==> src/fmod_pkg.sv <==
// ----------------------------------------------------------------------------
// fmod_pkg
// Shared constants and controller/datapath types for the single-precision
// truncated remainder block.
// ----------------------------------------------------------------------------
package fmod_pkg;

  localparam int unsigned WordW = 32;
  localparam int unsigned SigW  = 24;
  localparam int unsigned ExpW  = 10;

  localparam logic [WordW-1:0] SignMask  = 32'h8000_0000;
  localparam logic [WordW-1:0] AbsMask   = 32'h7fff_ffff;
  localparam logic [WordW-1:0] InfBits   = 32'h7f80_0000;
  localparam logic [WordW-1:0] HiddenBit = 32'h0080_0000;
  localparam logic [WordW-1:0] FracMask  = 32'h007f_ffff;
  localparam logic [WordW-1:0] QnanBits  = 32'h7fc0_0000;

  localparam logic signed [ExpW-1:0] MinNormExp = -10'sd126;
  localparam logic signed [ExpW-1:0] ExpBias    = 10'sd127;

  // controller to datapath
  typedef struct packed {
    logic load;
    logic norm_op;
    logic red_step;
    logic red_final;
    logic norm_res;
    logic pack;
  } fmod_cmd_t;

  // datapath to controller
  typedef struct packed {
    logic special;
    logic ops_norm;
    logic ex_gt_ey;
    logic res_zero;
    logic res_norm;
  } fmod_sts_t;

endpackage

==> src/fmod_if.sv <==
// ----------------------------------------------------------------------------
// fmod channel interfaces
// Valid/ready channels for the operand pair and for the remainder.
// ----------------------------------------------------------------------------
interface fmod_req_if;
  logic        valid;
  logic        ready;
  logic [31:0] dividend_bits;
  logic [31:0] divisor_bits;

  modport source (output valid, output dividend_bits, output divisor_bits, input ready);
  modport sink   (input valid, input dividend_bits, input divisor_bits, output ready);
endinterface

interface fmod_rsp_if;
  logic        valid;
  logic        ready;
  logic [31:0] remainder_bits;

  modport source (output valid, output remainder_bits, input ready);
  modport sink   (input valid, input remainder_bits, output ready);
endinterface

==> src/float32_remainder_fmod_top.sv <==
// ----------------------------------------------------------------------------
// float32_remainder_fmod_top
// Single-precision fmod: one transaction of x and y in, one remainder out.
// ----------------------------------------------------------------------------
// One transaction at a time. NaN, zero, infinity and |x| <= |y| cases go
// from the operand check straight to the pack step. Otherwise subnormal
// operands are normalized, the exponent difference ex - ey (up to 276) is
// walked by the single shared subtractor, one quotient bit per cycle, and
// the result is normalized before it is packed. The remainder sits in an
// output register, so a new transaction is taken while the last result
// still waits.
// ----------------------------------------------------------------------------
module float32_remainder_fmod_top
  import fmod_pkg::*;
(
  input  logic        clk_i,
  input  logic        rst_ni,
  fmod_req_if.sink    req_i,
  fmod_rsp_if.source  rsp_o
);

  fmod_cmd_t cmd;
  fmod_sts_t sts;

  fmod_ctrl u_ctrl (
    .clk_i       (clk_i),
    .rst_ni      (rst_ni),
    .in_valid_i  (req_i.valid),
    .in_ready_o  (req_i.ready),
    .out_valid_o (rsp_o.valid),
    .out_ready_i (rsp_o.ready),
    .sts_i       (sts),
    .cmd_o       (cmd)
  );

  fmod_dp u_dp (
    .clk_i      (clk_i),
    .cmd_i      (cmd),
    .dividend_i (req_i.dividend_bits),
    .divisor_i  (req_i.divisor_bits),
    .sts_o      (sts),
    .result_o   (rsp_o.remainder_bits)
  );

`ifndef NO_ASSERTIONS
  // the sequencer is busy right after taking a transaction
  a_busy_after_accept: assert property (@(posedge clk_i) disable iff (!rst_ni)
    (req_i.valid && req_i.ready) |=> !req_i.ready)
    else $error("input ready right after a transaction");

  // a remainder can never be an infinity
  a_no_inf_result: assert property (@(posedge clk_i) disable iff (!rst_ni)
    rsp_o.valid |-> (rsp_o.remainder_bits[30:0] != 31'h7f80_0000))
    else $error("infinite remainder produced");

  // a result only appears once a packed value was written
  a_valid_from_pack: assert property (@(posedge clk_i) disable iff (!rst_ni)
    $rose(rsp_o.valid) |-> $past(cmd.pack))
    else $error("result valid without a pack step");
`endif

endmodule

==> src/fmod_ctrl.sv <==
// ----------------------------------------------------------------------------
// fmod_ctrl
// Sequencer: operand normalize, shift-subtract loop, result normalize, pack.
// ----------------------------------------------------------------------------
module fmod_ctrl
  import fmod_pkg::*;
(
  input  logic      clk_i,
  input  logic      rst_ni,
  input  logic      in_valid_i,
  output logic      in_ready_o,
  output logic      out_valid_o,
  input  logic      out_ready_i,
  input  fmod_sts_t sts_i,
  output fmod_cmd_t cmd_o
);

  typedef enum logic [4:0] {
    S_IDLE    = 5'b00001,
    S_NORM_OP = 5'b00010,
    S_REDUCE  = 5'b00100,
    S_NORM_R  = 5'b01000,
    S_PACK    = 5'b10000
  } state_e;

  state_e state_q, state_d;
  logic   out_valid_q, out_valid_d;
  logic   out_free;

  assign out_free    = !out_valid_q || out_ready_i;
  assign in_ready_o  = (state_q == S_IDLE);
  assign out_valid_o = out_valid_q;

  always_comb begin
    state_d     = state_q;
    cmd_o       = '0;
    out_valid_d = out_valid_q && !out_ready_i;
    unique case (state_q)
      S_IDLE: begin
        if (in_valid_i) begin
          cmd_o.load = 1'b1;
          state_d    = S_NORM_OP;
        end
      end
      S_NORM_OP: begin
        priority if (sts_i.special) begin
          state_d = S_PACK;
        end else if (sts_i.ops_norm) begin
          state_d = S_REDUCE;
        end else begin
          cmd_o.norm_op = 1'b1;
        end
      end
      S_REDUCE: begin
        if (sts_i.ex_gt_ey) begin
          cmd_o.red_step = 1'b1;
        end else begin
          cmd_o.red_final = 1'b1;
          state_d         = S_NORM_R;
        end
      end
      S_NORM_R: begin
        if (sts_i.res_zero || sts_i.res_norm) begin
          state_d = S_PACK;
        end else begin
          cmd_o.norm_res = 1'b1;
        end
      end
      S_PACK: begin
        // wait until the output register is free
        if (out_free) begin
          cmd_o.pack  = 1'b1;
          out_valid_d = 1'b1;
          state_d     = S_IDLE;
        end
      end
      default: state_d = S_IDLE;
    endcase
  end

  always_ff @(posedge clk_i or negedge rst_ni) begin
    if (!rst_ni) begin
      state_q     <= S_IDLE;
      out_valid_q <= 1'b0;
    end else begin
      state_q     <= state_d;
      out_valid_q <= out_valid_d;
    end
  end

endmodule

==> src/fmod_dp.sv <==
// ----------------------------------------------------------------------------
// fmod_dp
// Datapath: special-case classify, significand/exponent registers, one
// shared subtractor for the remainder loop, and the result packer.
// ----------------------------------------------------------------------------
module fmod_dp
  import fmod_pkg::*;
(
  input  logic             clk_i,
  input  fmod_cmd_t        cmd_i,
  input  logic [WordW-1:0] dividend_i,
  input  logic [WordW-1:0] divisor_i,
  output fmod_sts_t        sts_o,
  output logic [WordW-1:0] result_o
);

  logic                   sx_q, sx_d;
  logic                   special_q, special_d;
  logic [WordW-1:0]       spec_q, spec_d;
  logic [SigW:0]          mx_q, mx_d;
  logic [SigW-1:0]        my_q, my_d;
  logic signed [ExpW-1:0] ex_q, ex_d, ey_q, ey_d;
  logic [WordW-1:0]       res_q, res_d;

  logic [WordW-1:0]       ax, ay;
  logic [SigW:0]          my_ext, diff, rem;
  logic                   ge;
  logic signed [ExpW-1:0] sh;
  logic [SigW-1:0]        sub_sig;
  logic signed [ExpW-1:0] biased;

  assign ax = dividend_i & AbsMask;
  assign ay = divisor_i & AbsMask;

  // special cases in priority order
  always_comb begin
    special_d = 1'b1;
    spec_d    = dividend_i;
    priority if (ax > InfBits) begin
      spec_d = dividend_i;
    end else if (ay > InfBits) begin
      spec_d = divisor_i;
    end else if (ay == '0 || ax == InfBits) begin
      spec_d = QnanBits;
    end else if (ay == InfBits || ax == '0 || ax < ay) begin
      spec_d = dividend_i;
    end else if (ax == ay) begin
      spec_d = dividend_i & SignMask;
    end else begin
      special_d = 1'b0;
    end
  end

  assign my_ext = {1'b0, my_q};
  assign ge     = (mx_q >= my_ext);
  assign diff   = mx_q - my_ext;
  assign rem    = ge ? diff : mx_q;

  assign sh      = MinNormExp - ex_q;
  assign sub_sig = mx_q[SigW-1:0] >> unsigned'(sh);
  assign biased  = ex_q + ExpBias;

  always_comb begin
    sx_d  = sx_q;
    mx_d  = mx_q;
    my_d  = my_q;
    ex_d  = ex_q;
    ey_d  = ey_q;
    res_d = res_q;
    if (cmd_i.load) begin
      sx_d = dividend_i[WordW-1];
      if (ax < HiddenBit) begin
        mx_d = (SigW+1)'(ax[SigW-2:0]);
        ex_d = MinNormExp;
      end else begin
        mx_d = (SigW+1)'((ax & FracMask) | HiddenBit);
        ex_d = signed'({2'b00, ax[30:23]}) - ExpBias;
      end
      if (ay < HiddenBit) begin
        my_d = SigW'(ay[SigW-2:0]);
        ey_d = MinNormExp;
      end else begin
        my_d = SigW'((ay & FracMask) | HiddenBit);
        ey_d = signed'({2'b00, ay[30:23]}) - ExpBias;
      end
    end
    if (cmd_i.norm_op) begin
      if (!mx_q[SigW-1]) begin
        mx_d = {mx_q[SigW-1:0], 1'b0};
        ex_d = ex_q - 10'sd1;
      end
      if (!my_q[SigW-1]) begin
        my_d = {my_q[SigW-2:0], 1'b0};
        ey_d = ey_q - 10'sd1;
      end
    end
    if (cmd_i.red_step) begin
      mx_d = {rem[SigW-1:0], 1'b0};
      ex_d = ex_q - 10'sd1;
    end
    if (cmd_i.red_final) begin
      mx_d = rem;
    end
    if (cmd_i.norm_res) begin
      mx_d = {mx_q[SigW-1:0], 1'b0};
      ex_d = ex_q - 10'sd1;
    end
    if (cmd_i.pack) begin
      priority if (special_q) begin
        res_d = spec_q;
      end else if (mx_q == '0) begin
        res_d = {sx_q, 31'd0};
      end else if (ex_q > MinNormExp - 10'sd1) begin
        res_d = {sx_q, biased[7:0], mx_q[SigW-2:0]};
      end else begin
        // subnormal result, shift never drops a set bit
        res_d = {sx_q, 7'd0, sub_sig};
      end
    end
  end

  always_ff @(posedge clk_i) begin
    if (cmd_i.load) begin
      special_q <= special_d;
      spec_q    <= spec_d;
    end
    sx_q  <= sx_d;
    mx_q  <= mx_d;
    my_q  <= my_d;
    ex_q  <= ex_d;
    ey_q  <= ey_d;
    res_q <= res_d;
  end

  assign sts_o.special  = special_q;
  assign sts_o.ops_norm = mx_q[SigW-1] && my_q[SigW-1];
  assign sts_o.ex_gt_ey = (ex_q > ey_q);
  assign sts_o.res_zero = (mx_q == '0);
  assign sts_o.res_norm = mx_q[SigW-1];
  assign result_o       = res_q;

endmodule
==> src/flat_wrapper.sv <==
// flat-port wrapper written by rule: the top's interface ports become plain ports
module float32_remainder_fmod_top_flat import fmod_pkg::*;
  (clk_i, rst_ni, req_i_valid, req_i_dividend_bits, req_i_divisor_bits, req_i_ready, rsp_o_valid, rsp_o_remainder_bits, rsp_o_ready);
  fmod_req_if req_i_i ();
  fmod_rsp_if rsp_o_i ();
  input  logic clk_i;
  input  logic rst_ni;
  input wire logic [$bits(req_i_i.valid)-1:0] req_i_valid;
  input wire logic [$bits(req_i_i.dividend_bits)-1:0] req_i_dividend_bits;
  input wire logic [$bits(req_i_i.divisor_bits)-1:0] req_i_divisor_bits;
  output wire logic [$bits(req_i_i.ready)-1:0] req_i_ready;
  output wire logic [$bits(rsp_o_i.valid)-1:0] rsp_o_valid;
  output wire logic [$bits(rsp_o_i.remainder_bits)-1:0] rsp_o_remainder_bits;
  input wire logic [$bits(rsp_o_i.ready)-1:0] rsp_o_ready;
  assign req_i_i.valid = req_i_valid;
  assign req_i_i.dividend_bits = req_i_dividend_bits;
  assign req_i_i.divisor_bits = req_i_divisor_bits;
  assign req_i_ready = req_i_i.ready;
  assign rsp_o_valid = rsp_o_i.valid;
  assign rsp_o_remainder_bits = rsp_o_i.remainder_bits;
  assign rsp_o_i.ready = rsp_o_ready;
  float32_remainder_fmod_top u_core (.clk_i(clk_i), .rst_ni(rst_ni), .req_i(req_i_i), .rsp_o(rsp_o_i));
endmodule
==> config.mk <==
export PLATFORM = sky130hd
export DESIGN_NAME = float32_remainder_fmod_top_flat
export DESIGN_NICKNAME = d
export VERILOG_FILES = /design/src/fmod_pkg.sv /design/src/fmod_if.sv /design/src/float32_remainder_fmod_top.sv /design/src/fmod_ctrl.sv /design/src/fmod_dp.sv /design/src/flat_wrapper.sv
export SDC_FILE = /design/constraint.sdc
export NUM_CORES = 1
export LEC_CHECK = 0
export BUFFER_PORTS_ARGS = -buffer_cell sky130_fd_sc_hd__buf_2
export CORE_ASPECT_RATIO = 0.9
export CORE_MARGIN = 2
export CORE_UTILIZATION = 45
export CTS_CLUSTER_DIAMETER = 80
export DETAILED_ROUTE_END_ITERATION = 6
export PLACE_DENSITY = 0.65
export SLEW_MARGIN = 25
export SYNTH_ARGS = -nofsm -noshare
export SYNTH_HDL_FRONTEND = slang
export SYNTH_SLANG_ARGS = --single-unit
==> constraint.sdc <==
create_clock -name clk_i -period 3.6 [get_ports clk_i]
set_clock_uncertainty 0.2 [all_clocks]
set_input_delay 0.18 -clock clk_i [delete_from_list [all_inputs] [get_ports clk_i]]
set_output_delay 0.18 -clock clk_i [all_outputs]
set_load 0.01 [all_outputs]
==> run_results.csv <==
group,metric,value,unit
status,outcome,"completed",
logic_synthesis,ys_types,90,
worst_hold_path,min_path_type,"in -> reg",
detailed_routing,detail_route.wirelength,40400,um
grt,pin_count_of_the_biggest_net_entering_global_routing,55,
detailed_routing,detail_route.wl_per_cell,20.7,um
layout,finish.cell_count_without_fillers,1952,
clock_tree,clock_latency,440,ps
floorplan,die_height,155,um
timing,fmax,285,MHz
setup_path,worstPathRequired,3690,ps
worst_hold_path,holdCritStartpoint,"req_i_divisor_bits[20]",
timing,report.final.setup_viol,0,
logic_synthesis,ys.flop_type,"dfxtp_1",
timing,period_needed,3510,ps
logic_synthesis,synthArstFlopShare,4.26,%
layout,utilization,55.1,%
logic_synthesis,postSynthNetCount,1577,
detailed_routing,count_of_nets_left_with_antenna_violations_after_detail_routing,0,
logic_synthesis,yosysSeqAreaShare,30.8,%
floorplan,top_level_ports,102,
floorplan,coreArea,0.0250,mm2
floorplan,fp-row-count,55,
logic_synthesis,synth-edff-count,67,
detailed_routing,drtPass1Iterations,7,
floorplan,die_width,172,um
logic_synthesis,post_synth.cell_area_avg,7.99,um2
timing,min_period_over_period,97.4,%
timing,final-max-slew-violation-count,0,
logic_synthesis,post_synth_inst_count,1434,
setup_path,setup.worst_path.start_class,"primary input",
placed_design,placement.io_buffers,101,
power_and_ir_drop,static-leakage-power,0.00583,uW
timing,slew_headroom,53.7,%
setup_path,regToRegEndpoint,"u_core.u_dp.mx_q[24]$_DFFE_PP_",
placed_design,dp_hpwl,30600,um
grt,via_count_of_the_first_global_routing_pass,10900,
power_and_ir_drop,p_per_area,1000,mW/mm2
clock_tree,cts_buffer_count,17,
setup_path,reg2reg_depth,12,
layout,nets,1740,
layout,fillers,2394,
layout,area.growth.synth_to_final,20.5,%
timing,tightest_slew,692,ps
clock_tree,cts.htree.levels,4,
setup_path,worst-path-max-fanout,22,
detailed_routing,first_iter_violations,1611,
worst_hold_path,hold_depth,5,
logic_synthesis,yosysWarningCount,0,
placed_design,dp.cells,1857,
setup_path,arrival_time_of_data_at_the_critical_path_endpoint,3600,ps
worst_hold_path,timing.hold.worst_endpoint,"u_core.u_dp.my_q[20]$_DFF_P_",
timing,final_hold_viol_count,0,
grt,global_route_overflow,0,
grt,wire_length_of_the_first_global_routing_pass,62000,um
layout,num_antenna_cells,0,
logic_synthesis,synth.ff_latch_count,141,
run,timing.max_cap.violations,0,
setup_path,worst-r2r-setup-slack,360,ps
clock_tree,cts_tree,"built",
clock_tree,clkTransAtPathRegs,70,ps
clock_tree,clock_sink_count,141,
detailed_routing,detailroute.via_count,11900,
setup_path,rr_startpoint,"u_core.u_dp.mx_q[0]$_SDFF_PP0_",
setup_path,crit_type,"in -> reg",
placed_design,gp_routability_congestion,0.954,
grt,grt_antenna_before_repair,0,
clock_tree,clock_tree.buffer_depth,2,
clock_tree,root_buffer,"clkbuf_16",
setup_path,setup.worst_path.end_class,"flip-flop",
detailed_routing,vias_per_cell,6.08,
grt,grt.total_usage,30.4,%
layout,drive_gt1_share,16.1,%
detailed_routing,post-route-drc-count,0,
floorplan,initial_core_utilization,45.7,%
power_and_ir_drop,power.ir.vdd_worst,0.000509,V
logic_synthesis,syn_area,0.0115,mm2
floorplan,dieArea,0.0267,mm2
[critical path, stage by stage]
cell and delay, ps:
dlygate4sd3_1 540, buf_2 160, inv_1 70, ha_1 300
nor2b_1 130, o21a_1 160, o21ai_1 130, a211oi_1 100
o31ai_1 290, a21oi_2 130, o311ai_4 320, a21o_4 310
a22o_1 200, dlygate4sd3_1 560
[where the power goes]
| part | total, uW | internal (uW) | switching (uW) |
|---|---|---|---|
| sequential | 2720 | 2310 | 411 |
| combinational | 9310 | 3760 | 5540 |
| clock | 1790 | 978 | 811 |
| total | 13800 | 7050 | 6770 |
[flip-flops by register name, indices dropped and copies added, names as in the netlist]
register	cells
u_core.u_dp.mx_q	25
u_core.u_dp.sx_q	1
u_core.u_dp.ex_q	10
u_core.u_dp.special_q	1
u_core.u_ctrl.out_valid_o	1
u_core.u_dp.spec_q	32
u_core.u_dp.my_q	24
u_core.u_dp.result_o	32
u_core.u_ctrl.state_q	5
u_core.u_dp.ey_q	10
[Yosys cell counts (all sizes together), types with 6 or more instances]
cell	number	share of area, %
buf	36	1.7
nand2b	14	0.76
dfxtp	68	12
a22oi	10	0.66
a22o	25	1.9
o21a	9	0.59
inv	96	3.1
clkbuf	60	2.0
nand2	205	6.7
o21ai	117	5.2
nand3	29	1.3
mux2	7	0.72
ha	74	8.1
or2	7	0.38
o22ai	9	0.49
edfxtp	67	18
a21o	26	1.8
nand4	18	0.98
o221ai	8	0.61
o211ai	9	0.68
a21oi	121	5.3
mux2i	28	2.4
xor2	17	1.3
a221oi	8	0.67
nor3	34	1.6
nor2	109	3.6
or3	11	0.64
xnor2	28	2.1
a31oi	22	1.2
nor4	26	1.7
o22a	6	0.46
and3	7	0.38
a211oi	24	1.6
nor2b	12	0.66
mux4	11	2.2
[metrics by stage]
| step | TNS [ps] | hold slack, ps | area [um2] | power [uW] | setup slack (ps) |
|---|---|---|---|---|---|
| 2_1_floorplan | 0 | -316 | 11500 | 9130 | 14.7 |
| 3_3_place_gp | 0 | -189 | 12600 | 11700 | 446 |
| 3_5_place_dp | 0 | -189 | 12600 | 11700 | 362 |
| 4_1_cts | 0 | 0.111 | 13800 | 13600 | 23.5 |
| 5_1_grt | -4.79 | 19.5 | 13800 | 14800 | -4.79 |
| 6_report | 0 | 23.2 | 13800 | 13800 | 92.2 |
[cells in the final DEF (no fill, tap or decap), drive strengths merged, types with 17 or more instances in the layout]
master,instances
a211oi,24
xnor2,28
o21ai,117
nor3,34
nor2,109
xor2,17
inv,104
buf,179
nand4,18
nand2,205
nand3,29
clkbuf,17
a21o,26
a31oi,22
nor4,26
edfxtp,67
a21oi,121
dfxtp,68
mux2i,28
ha,74
dlygate4sd3,61
a22o,25
[worst max path at each step]
stage	from	end	slack [ps]
floorplan	u_core.u_dp.ex_q[0]$_DFF_P_	u_core.u_dp.result_o[7]$_DFFE_PP_	10
global placement	req_i_divisor_bits[30]	u_core.u_dp.spec_q[16]$_DFFE_PP_	450
detailed placement	u_core.u_dp.mx_q[0]$_SDFF_PP0_	u_core.u_dp.mx_q[24]$_DFFE_PP_	360
CTS	req_i_divisor_bits[16]	u_core.u_dp.spec_q[15]$_DFFE_PP_	20
global route	req_i_divisor_bits[1]	u_core.u_dp.spec_q[11]$_DFFE_PP_	-5
finish	req_i_divisor_bits[1]	u_core.u_dp.spec_q[9]$_DFFE_PP_	90
[metal layers]
metal / global-route usage [%] / part of all wire (%) / vias up
li1: - / - / 5563
met1: 43.5 / 44 / 5555
met2: 46.3 / 44 / 630
met3: 4.55 / 9.1 / 115
met4: 11.2 / 3.4 / 0
met5: 0 / 0 / -
[cell families after synthesis]
kind of cell,count (synthesis),synth area share (%)
compound gates,447,25.5
xor+xnor,45,3.44
fa+ha+maj,75,8.26
buf+inv,192,6.83
flops,141,30.8
mux,46,5.33
simple gates,488,19.8
[repair_timing]
| item | CTS | global route |
|---|---|---|
| setup buffers | 0 | 2 |
| hold buffers | 61 | 0 |
| endpoints found under the setup margin | 0 | 7 |
| endpoints found under the hold margin | 67 | 0 |
| gates resized for setup | 0 | 2 |
[area by class of cell]
type,instances,area (um2),share of cell area [%]
inverters,96,362,2.62
clock inverters,15,153,1.11
well taps,342,428,3.10
multi-input cells,1101,7150,51.8
repair buffers,240,1750,12.7
clock buffers,17,425,3.08
flip-flops and latches,141,3520,25.5
Power figures use the tool's default switching activity.
